--- src/sv/modulus_constraint_projection_unit_assert.svh ---
// Assertion macros for the modulus constraint projection unit.
// Used by the top level only; depends on nothing else.
`ifndef MODULUS_CONSTRAINT_PROJECTION_UNIT_ASSERT_SVH
`define MODULUS_CONSTRAINT_PROJECTION_UNIT_ASSERT_SVH

`define MCP_ASSERT_NOW(lbl, ante, cons) \
  lbl: assert property (@(posedge clk_i) disable iff (!rst_ni) (ante) |-> (cons)) \
    else $error("assertion failed");

`define MCP_ASSERT_NEXT(lbl, ante, cons) \
  lbl: assert property (@(posedge clk_i) disable iff (!rst_ni) (ante) |=> (cons)) \
    else $error("assertion failed");

`endif

--- src/sv/mcp_pkg.sv ---
// Package for the modulus constraint projection unit.
// Holds widths, constants and the payload types of the cell chain; depends on nothing.
`timescale 1ns / 1ps
`default_nettype none

package mcp_pkg;

  localparam int unsigned DW         = 32;
  localparam int unsigned FRAC_BITS  = 16;
  localparam int unsigned SQ_STEPS   = DW;
  localparam int unsigned DIV_STEPS  = DW;
  localparam int unsigned SW         = 2 * DW;
  localparam int unsigned KW         = $clog2(DIV_STEPS);

  localparam logic signed [DW-1:0] AMP_UNKNOWN = DW'(-(64'sd1 <<< FRAC_BITS));

  typedef struct packed {
    logic          bypass;
    logic          zero;
    logic          neg_r;
    logic          neg_i;
    logic [DW-1:0] raw_re;
    logic [DW-1:0] raw_im;
    logic [DW-1:0] raw_amp;
  } pay_t;

  typedef struct packed {
    logic [SW-1:0] x;
    logic [SW-1:0] res;
  } sq_t;

  typedef struct packed {
    logic [SW-1:0] rem_r;
    logic [SW-1:0] rem_i;
    logic [DW-1:0] q_r;
    logic [DW-1:0] q_i;
    logic [DW:0]   d;
  } div_t;

endpackage

`default_nettype wire

--- src/sv/mcp_div_cell.sv ---
// One cell of the restoring division chain: one quotient bit per lane per cell.
// Depends on mcp_pkg.
`timescale 1ns / 1ps
`default_nettype none

module mcp_div_cell import mcp_pkg::*; (
  input  wire logic          clk_i,
  input  wire logic          rst_ni,
  input  wire logic          en_i,
  input  wire logic [KW-1:0] k_i,
  input  wire logic          valid_i,
  input  wire div_t          dv_i,
  input  wire pay_t          pay_i,
  output logic               valid_o,
  output div_t               dv_o,
  output pay_t               pay_o
);

  logic  valid_q;
  div_t  dv_d, dv_q;
  pay_t  pay_q;
  logic [SW:0] dsh;

  always_comb begin
    dsh  = {{(SW-DW){1'b0}}, dv_i.d} << k_i;
    dv_d = dv_i;
    if ({1'b0, dv_i.rem_r} >= dsh) begin
      dv_d.rem_r = dv_i.rem_r - dsh[SW-1:0];
      dv_d.q_r   = dv_i.q_r | (DW'(1) << k_i);
    end
    if ({1'b0, dv_i.rem_i} >= dsh) begin
      dv_d.rem_i = dv_i.rem_i - dsh[SW-1:0];
      dv_d.q_i   = dv_i.q_i | (DW'(1) << k_i);
    end
  end

  always_ff @(posedge clk_i or negedge rst_ni) begin
    if (!rst_ni) begin
      valid_q <= 1'b0;
    end else if (en_i) begin
      valid_q <= valid_i;
    end
  end

  always_ff @(posedge clk_i) begin
    if (en_i) begin
      dv_q  <= dv_d;
      pay_q <= pay_i;
    end
  end

  assign valid_o = valid_q;
  assign dv_o    = dv_q;
  assign pay_o   = pay_q;

endmodule

`default_nettype wire

--- config.mk ---
export PLATFORM = sky130hd
export DESIGN_NAME = mcp_div_cell
export DESIGN_NICKNAME = d
export VERILOG_FILES = /design/src/sv/modulus_constraint_projection_unit_assert.svh /design/src/sv/mcp_pkg.sv /design/src/sv/mcp_div_cell.sv
export SDC_FILE = /design/constraint.sdc
export NUM_CORES = 1
export LEC_CHECK = 0
export BUFFER_PORTS_ARGS = -buffer_cell sky130_fd_sc_hd__clkbuf_2
export CAP_MARGIN = 40
export CELL_PAD_IN_SITES_DETAIL_PLACEMENT = 0
export CELL_PAD_IN_SITES_GLOBAL_PLACEMENT = 1
export CORE_AREA = 2 2 258 260
export DETAILED_ROUTE_END_ITERATION = 16
export DIE_AREA = 0 0 260 262
export PLACE_DENSITY = 0.76
export SLEW_MARGIN = 20
export SYNTH_ARGS = -nofsm -noshare
export SYNTH_HDL_FRONTEND = slang
export SYNTH_SLANG_ARGS = --single-unit
export TNS_END_PERCENT = 100
--- constraint.sdc ---
create_clock -name clk_i -period 0.8 [get_ports clk_i]
set_clock_uncertainty 0.05 [all_clocks]
set_input_delay 0.04 -clock clk_i [delete_from_list [all_inputs] [get_ports clk_i]]
set_output_delay 0.04 -clock clk_i [all_outputs]
set_load 0.05 [all_outputs]
==> reports/qor.yml <==
status: "complete, but fails checks"
violations: "negative hold slack, negative setup slack"
grt_overflow: 0
ctsHtreeMaxLevel: 2
instances_no_fill: 4860
cp_cell_sequence: "buf_4 -> buf_12 -> mux2i_2 -> nand2_1 -> o21ai_2 -> o22ai_2 -> buf_4 -> buf_4 -> nand2_1 -> buf_4 -> ha_2 -> a21oi_2 -> a211oi_2 -> or4_4 -> a211oi_4 -> o22a_1 -> buf_6 -> o211ai_1 -> a21boi_1 -> xor2_1 -> o21ai_1"
rr_startpoint: "valid_o"
min_period_ns: 4.07
clk_latency_ns: 0.55
drt_iter0_drc: 2131
fmax_ghz: 0.246
syn_to_final_growth_pct: 96.4
grt_max_degree: 58
ys_warn_count: 0
finalWorstSetupSlack_ns: -3.27
rows: 94
syn_area_um2: 21300
post-place-ws_ns: -4.58
peakVddDrop_v: 0.00176
power.density_nw_per_um2: 1970
slew_violations: 0
fin_hold_ws_ns: -0.0551
cts_made_buffers: 40
die_h_um: 262
ant_nets: 0
nFillCells: 5141
worstSetupStartpoint: "k_i[1]"
antenna_found_initial: 9
multiInputGateArea_um2: 13400
crit_type: "input pin to flop"
hpwl_mm: 83.5
wl_mm: 111
grt_util_all_layers_pct: 30.3
core_um2: 65300
slowest_delay_ns: 0.51
synth_top_flop_cell: "edfxtp_1"
gp_congestion: 0.972
cts-root-buf: "clkbuf_16"
ys_seq_area_share_pct: 45.9
synth_nets: 2591
slew_headroom_pct: 40.2
dr_total_vias: 25300
syn_area_per_cell_um2: 10.0
synth_edf_count: 325
crit_path_max_fanout: 10
clk_pin_slew_ns: 0.08
grt_pass1_wl_mm: 156
synth_area_leaders: "edfxtp_1, ha_1, nand2_1, a21oi_1, a21o_1"
rsz0062_at_grt: "yes"
postSynth.asyncResetShare_pct: 0.307
fin_nets: 4426
viasPerCell: 5.20
clock_sink_count: 326
initial_utilization_pct: 32.6
grt_pass1_vias: 25200
drc: 0
regArea_um2: 9790
critPathArrivalTime_ns: 4.32
tightest_slew_ns: 0.894
layout-drive-gt1-share_pct: 52.4
portBuffers: 659
wl_per_cell_um: 22.9
crit_path_frequent_cell: "buf_4"
yosys.area.top_type: "edfxtp_1"
cts_buffer_depth: 3
ys_types: 87
placed_cells: 4362
synth_seq_cells: 326
die_area_um2: 68100
max_cap_viol_count: 0
synth_top_area_share_pct: 45.8
power.leakage_uw: 0.0187
syn_inst: 2127
setup_viol_count_final: 519
required_ns: 1.05
setup.worst_path.end_class: "flop"
die_w_um: 260
pin_count: 660
hold_path.class: "input pin to flop"
firstDrtPassIters: 6
finalHoldViolations: 37
startpoint_type: "input pin"
fin_crit_sh_pct: 509
cp_slowest_cell: "or4_4"
hp-start: "en_i"
tritoncts: "built"
[final cells by class]
cell class                      count  share of cell area [%]
Timing Repair Buffer             1898                    38.6
Multi-Input combinational cell   1644                    32.0
Sequential cell                   326                    23.4
Tap cell                          864                    2.58
Clock buffer                       49                    2.52
Inverter                           52                   0.470
Clock inverter                     22                   0.449
Antenna cell                        5                  0.0299
[cells in the mapped netlist, drive strengths merged (27+ instances only)]
master    n
nand3    43
nand2   324
ha      128
mux2i    27
o21bai   32
nor2    109
xor2     67
buf      33
nand4    31
o21ai   243
inv      51
a21oi   176
clkbuf   72
a21o    109
edfxtp  325
xnor2    55
[layer usage]
layer	up-vias	track usage [%]	part of all wire, %	wire, µm
li1	11600	-	-	-
met1	12300	39.6	42	46500
met5	-	0	0.021	23
met4	4	10.3	3.6	4020
met3	224	4.71	6.2	6880
met2	1070	51.3	48	53800
[state kept, by name, indices dropped and copies added (netlist names)]
| register | count |
|---|---|
| dv_o | 225 |
| valid_o | 1 |
| pay_o | 100 |
[critical path: cells and delay by family]
kind	cells	cell delay (ns)
simple gates	3	0.84
mux	1	0.34
buf+inv	6	0.91
xor+xnor	1	0.20
compound gates	9	1.69
fa+ha+maj	1	0.30
[metrics by stage]
| step | TNS, ns | util [%] | hold slack [ns] | power [µW] | area (µm²) |
|---|---|---|---|---|---|
| global placement | -857.44 | 51.1 | -0.236 | 57700 | 33400 |
| global route | -795.69 | 64.1 | -0.0763 | 85300 | 41800 |
| finish | -754.28 | 64.1 | -0.0551 | 82300 | 41800 |
| CTS | -767.45 | 61.2 | -0.208 | 79700 | 40000 |
| floorplan | -565.39 | - | -0.306 | 40300 | 21700 |
| detailed placement | -875.30 | 51.1 | -0.231 | 57900 | 33400 |
[placed cells by master, fill, tap and decap left out, drive strengths merged, types with 24 or more instances in the layout]
cell type	n
mux2i	27
o21bai	32
dlygate4sd3	329
a21oi	176
o21ai	243
nand2b	25
inv	55
xnor2	55
edfxtp	325
buf	1009
nand3	43
nand2	324
mux4	25
nor3	24
nor2	109
xor2	67
clkbuf	609
nand4	31
a21o	109
ha	128
[worst paths after layout]
| path | cells after the start | to | slack [ns] |
|---|---|---|---|
| setup / recovery | 21 | dv_o[217] | -3.27 |
| hold / removal | 2 | dv_o[224] | -0.06 |
| setup reg to reg | 1 | valid_o | -0.01 |
| hold reg to reg | 1 | valid_o | 0.46 |
| max in group asynchronous | 3 | valid_o | 0.30 |
| min in group asynchronous | 3 | valid_o | 0.28 |
[where the power goes]
part	switching (µW)	leakage [µW]	internal, µW
Sequential	1470	0.00319	21500
Clock	7660	0.000601	10100
Combinational	22500	0.0149	19000
[logic make-up (layout without fill, tap and decap cells)]
kind of cell	after synthesis	count (layout)	synth area share [%]
fa+ha+maj	130	130	7.71
flops	326	326	45.9
buf+inv	157	2021	3.23
other cells	0	5	0
mux	64	64	4.56
xor+xnor	122	122	5.02
simple gates	638	638	13.5
compound gates	690	690	20.0
[timing repair]
action | in CTS | in global routing
endpoints found under the setup margin | 519 | 519
hold buffers | 328 | 1
gates cloned | 15 | 9
pin swaps | 106 | 139
buffers inserted | 56 | 36
endpoints found under the hold margin | 370 | 43
gates resized for setup | 318 | 358
(Power assumes the default switching activity.)
