[config.mk]
export PLATFORM = sky130hd
export DESIGN_NAME = mcp_sqrt_cell
export DESIGN_NICKNAME = d
export VERILOG_FILES = /design/src/sv/modulus_constraint_projection_unit_assert.svh /design/src/sv/mcp_pkg.sv /design/src/sv/mcp_sqrt_cell.sv
export SDC_FILE = /design/constraint.sdc
export NUM_CORES = 1
export LEC_CHECK = 0
export BUFFER_PORTS_ARGS = -buffer_cell sky130_fd_sc_hd__buf_4
export CELL_PAD_IN_SITES_DETAIL_PLACEMENT = 0
export CELL_PAD_IN_SITES_GLOBAL_PLACEMENT = 1
export CORE_MARGIN = 4
export CORE_UTILIZATION = 40
export CTS_CLUSTER_DIAMETER = 150
export DETAILED_ROUTE_END_ITERATION = 16
export GPL_TIMING_DRIVEN = 0
export HOLD_SLACK_MARGIN = 0.05
export PLACE_DENSITY_LB_ADDON = 0.1
export SLEW_MARGIN = 20
export SYNTH_ARGS = -nofsm -noshare
export SYNTH_HDL_FRONTEND = slang
export SYNTH_SLANG_ARGS = --single-unit
[constraint.sdc]
create_clock -name clk_i -period 0.9 [get_ports clk_i]
set_input_delay 0.27 -clock clk_i [delete_from_list [all_inputs] [get_ports clk_i]]
set_output_delay 0.27 -clock clk_i [all_outputs]
set_load 0.01 [all_outputs]
[src/sv/modulus_constraint_projection_unit_assert.svh]
// Assertion macros for the modulus constraint projection unit.
// Used by the top level only; depends on nothing else.
`ifndef MODULUS_CONSTRAINT_PROJECTION_UNIT_ASSERT_SVH
`define MODULUS_CONSTRAINT_PROJECTION_UNIT_ASSERT_SVH

`define MCP_ASSERT_NOW(lbl, ante, cons) \
  lbl: assert property (@(posedge clk_i) disable iff (!rst_ni) (ante) |-> (cons)) \
    else $error("assertion failed");

`define MCP_ASSERT_NEXT(lbl, ante, cons) \
  lbl: assert property (@(posedge clk_i) disable iff (!rst_ni) (ante) |=> (cons)) \
    else $error("assertion failed");

`endif

[src/sv/mcp_pkg.sv]
// Package for the modulus constraint projection unit.
// Holds widths, constants and the payload types of the cell chain; depends on nothing.
`timescale 1ns / 1ps
`default_nettype none

package mcp_pkg;

  localparam int unsigned DW         = 32;
  localparam int unsigned FRAC_BITS  = 16;
  localparam int unsigned SQ_STEPS   = DW;
  localparam int unsigned DIV_STEPS  = DW;
  localparam int unsigned SW         = 2 * DW;
  localparam int unsigned KW         = $clog2(DIV_STEPS);

  localparam logic signed [DW-1:0] AMP_UNKNOWN = DW'(-(64'sd1 <<< FRAC_BITS));

  typedef struct packed {
    logic          bypass;
    logic          zero;
    logic          neg_r;
    logic          neg_i;
    logic [DW-1:0] raw_re;
    logic [DW-1:0] raw_im;
    logic [DW-1:0] raw_amp;
  } pay_t;

  typedef struct packed {
    logic [SW-1:0] x;
    logic [SW-1:0] res;
  } sq_t;

  typedef struct packed {
    logic [SW-1:0] rem_r;
    logic [SW-1:0] rem_i;
    logic [DW-1:0] q_r;
    logic [DW-1:0] q_i;
    logic [DW:0]   d;
  } div_t;

endpackage

`default_nettype wire

[src/sv/mcp_sqrt_cell.sv]
// One cell of the integer square root chain: one result bit per cell.
// Depends on mcp_pkg.
`timescale 1ns / 1ps
`default_nettype none

module mcp_sqrt_cell import mcp_pkg::*; (
  input  wire logic          clk_i,
  input  wire logic          rst_ni,
  input  wire logic          en_i,
  input  wire logic [SW-1:0] bit_i,
  input  wire logic          valid_i,
  input  wire sq_t           sq_i,
  input  wire pay_t          pay_i,
  output logic               valid_o,
  output sq_t                sq_o,
  output pay_t               pay_o
);

  logic  valid_q;
  sq_t   sq_d, sq_q;
  pay_t  pay_q;
  logic [SW-1:0] trial;

  always_comb begin
    trial = sq_i.res + bit_i;
    if (sq_i.x >= trial) begin
      sq_d.x   = sq_i.x - trial;
      sq_d.res = (sq_i.res >> 1) + bit_i;
    end else begin
      sq_d.x   = sq_i.x;
      sq_d.res = sq_i.res >> 1;
    end
  end

  always_ff @(posedge clk_i or negedge rst_ni) begin
    if (!rst_ni) begin
      valid_q <= 1'b0;
    end else if (en_i) begin
      valid_q <= valid_i;
    end
  end

  always_ff @(posedge clk_i) begin
    if (en_i) begin
      sq_q  <= sq_d;
      pay_q <= pay_i;
    end
  end

  assign valid_o = valid_q;
  assign sq_o    = sq_q;
  assign pay_o   = pay_q;

endmodule

`default_nettype wire

==> flow_metrics.tcl <==
set metrics [dict create \
    io_pins 525 \
    fillers 3936 \
    critical_path.startpoint_type "primary input" \
    dr.pass1.iters 5 \
    setup_ws_ns -4.082 \
    clkPwrFrac_pct 21.4 \
    hold_violations 0 \
    max_slew_margin_pct 52.10 \
    cts-root-buf "clkbuf_16" \
    synthFlopType "edfxtp_1" \
    dpl_cell_area_mm2 0.02460 \
    place_ws_ns -5.658 \
    cts_made_buffers 28 \
    die-area_mm2 0.05208 \
    track_usage_pct 30.14 \
    dp.cells 3298 \
    max_freq_ghz 0.2007 \
    swShare_pct 38.72 \
    min_period_ns 4.982 \
    synth_cell_types 76 \
    seq_area_frac_synth_pct 35.42 \
    yosysTopAreaCell "edfxtp_1" \
    synth.avg_cell_area_um2 8.993 \
    worstReg2RegStart "valid_o" \
    post-route-period-util_pct 553.6 \
    finalWirelength_um 85690 \
    antenna_left 0 \
    fp.dieW_um 228.2 \
    fin_worst_hold_slack_ns 0.04109 \
    worstMarginPinSlew_ns 0.7119 \
    grt_pass1_wl_um 123800 \
    ys_async_sr_fraction_pct 0.4367 \
    path_class "in -> reg" \
    cts.htree.levels 1 \
    status "finished with violations" \
    die_h_um 228.2 \
    violations "negative setup slack" \
    crit_path_start "bit_i[8]" \
    synth-seq-cells 229 \
    slowest_delay_ns 0.51 \
    fin_util_pct 63.94 \
    cp_num_buf_inv 5 \
    synth_area_mm2 0.01940 \
    hold_path_startpoint "sq_i[60]" \
    vdd_drop_max_v 0.001864 \
    synth_edf_count 228 \
    grt_pass1_vias 20100 \
    critical_path_required_ns 1.31 \
    ys_warn_count 0 \
    portBuffers 524 \
    yosys-top-cells-area "edfxtp_1 35%, ha_1 12%, a21oi_1 8.0%, a21o_1 4.6%, xnor2_1 4.2%" \
    p_int_mw 37.37 \
    drt-initial-drc-count 1636 \
    dpl.hpwl_um 62750 \
    finalSetupViolCount 357 \
    seq_power_share_pct 25.2 \
    grt.overflow.total 0 \
    fin_setup_tns_ns -621.81 \
    vias_per_cell 5.801 \
    drc 0 \
    fin_cells 3585 \
    final_max_slew_viol_count 0 \
    clk_pin_slew_worst_paths_ns 0.06 \
    synth_cells 2157 \
    hold_path_class "in -> reg" \
    cp_top_family "compound AO/OA/AOI/OAI gates" \
    finalClockSkew_ns 0 \
    grt_max_degree 102 \
    crit_arrival_ns 5.39 \
    rsz0062_at_grt "yes" \
    multi_input_area_mm2 0.01341 \
    cp_max_fo 8 \
    avgRoutedWirePerCell_um 23.90 \
    power_frac_comb_pct 53.4 \
    clock-sinks 229 \
    start_util_pct 40.54 \
    crit_path_end_kind "flip-flop" \
    syn2layout_area_growth_pct 57.69 \
    fin_area_mm2 0.03059 \
    p_leak_nw 12.97 \
    syn_nets 2646 \
    power_switching_mw 23.61 \
    p_per_area_mw_per_mm2 1993 \
    antenna_found_initial 10 \
    maxCapViolCount 0 \
    register_area_mm2 0.006872 \
    core_mm2 0.04785 \
    globalplace.congestion 0.9620 \
    final_layout_size_suffix_gt1_share_pct 32.17 \
    synth_top_area_share_pct 35.29 \
    cts_max_path_buffers 3 \
    cts_tree "yes" \
    cp_slowest_cell "a2111o_1" \
    total_power_mw 60.98 \
    clk_latency_ns 0.57 \
    final_nets 3426 \
    row_count 80 \
    vias 20800 \
]
==> layout make-up <==
| cell class | instances | share of cell area (%) |
|---|---|---|
| diodes | 11 | 0.08998 |
| multi-input cells | 1752 | 43.84 |
| repair buffers | 780 | 24.42 |
| inverters | 65 | 0.7976 |
| flip-flops and latches | 229 | 22.46 |
| well taps | 615 | 2.515 |
| clock buffers | 29 | 2.303 |
| plain buffers | 81 | 2.503 |
| clock inverters | 23 | 1.068 |
==> final timing paths <==
kind,endpoint,slack [ns],depth (start not counted)
worst max-delay path,sq_o[95],-4.08,26
max in group asynchronous,valid_o,0.26,3
min in group asynchronous,valid_o,0.54,3
worst max register to register,valid_o,0.13,1
worst min-delay path,sq_o[59],0.04,3
worst min register to register,valid_o,0.55,1
==> power groups by stage <==
| stage | registers, mW | logic [mW] | clock network (mW) |
|---|---|---|---|
| 2_1_floorplan | 16.1 | 14.4 | 0 |
| 3_3_place_gp | 15.2 | 24.8 | 0 |
| 3_5_place_dp | 15.2 | 25.0 | 0 |
| 4_1_cts | 15.1 | 29.0 | 13.0 |
| 5_1_grt | 15.5 | 34.6 | 13.6 |
| 6_report | 15.4 | 32.6 | 13.0 |
==> synth_stat cells, types with 14 or more instances <==
master    number
a211oi_1      16
a21o_1       118
a21oi_1      309
a31oi_1       27
clkbuf_1      97
edfxtp_1     228
ha_1         190
inv_1         65
mux2_2        24
nand2_1      160
nand2b_1      18
nand3_1       24
nand4_1       70
nor2_1       198
nor2b_1       22
nor3_1        32
o211ai_1      14
o21a_1        18
o21ai_0      111
o21ai_1       14
o21bai_1      41
o31ai_1       14
xnor2_1       94
xor2_1        73
==> state kept, by name (all words and copies together), names as in the netlist <==
name and count:
pay_o 100, sq_o 128, valid_o 1
==> cell usage in the layout (no fill, tap or decap), types with 20 or more instances in the layout <==
cell type	Yosys	final
a31oi_1	27	23
xor2_1	73	69
nor2_4	0	27
a21o_1	118	118
mux2_4	0	22
a21oi_2	1	65
nor2b_1	22	20
o21ai_0	111	97
clkbuf_16	0	47
clkbuf_1	97	47
nor2_1	198	158
nand2_1	160	149
o21bai_1	41	40
buf_4	0	354
buf_6	0	213
ha_1	190	166
inv_1	65	65
nand4_1	70	70
xnor2_1	94	86
a21oi_1	309	239
nand3_1	24	23
edfxtp_1	228	228
dlygate4sd3_1	0	188
nor3_1	32	28
==> kinds of logic (layout without fill, tap and decap cells) <==
kind of cell,after synthesis,count (layout),share of synthesized area (%)
simple gates,595,595,14.44
fa+ha+maj,193,193,12.56
xor+xnor,167,167,7.540
mux,28,28,1.600
other cells,0,11,0
compound gates,769,769,24.95
buf+inv,176,978,3.483
flops,229,229,35.42
==> repair_timing <==
action                                  CTS  global route
pin swaps                                40            59
hold buffers                            183             5
buffers inserted                         42            25
cloned                                   12             6
endpoints found under the setup margin  458           498
endpoints found under the hold margin   182             5
resized for setup                       191           381
==> layer usage <==
layer | GRT usage, % | wire, um | up-vias
met5 | 0 | 12 | -
met1 | 40.80 | 36580 | 10090
met3 | 4.678 | 5888 | 158
li1 | - | - | 9661
met2 | 49.53 | 39750 | 888
met4 | 10.05 | 3459 | 2
Note: power is estimated with default switching activity, not from simulation.
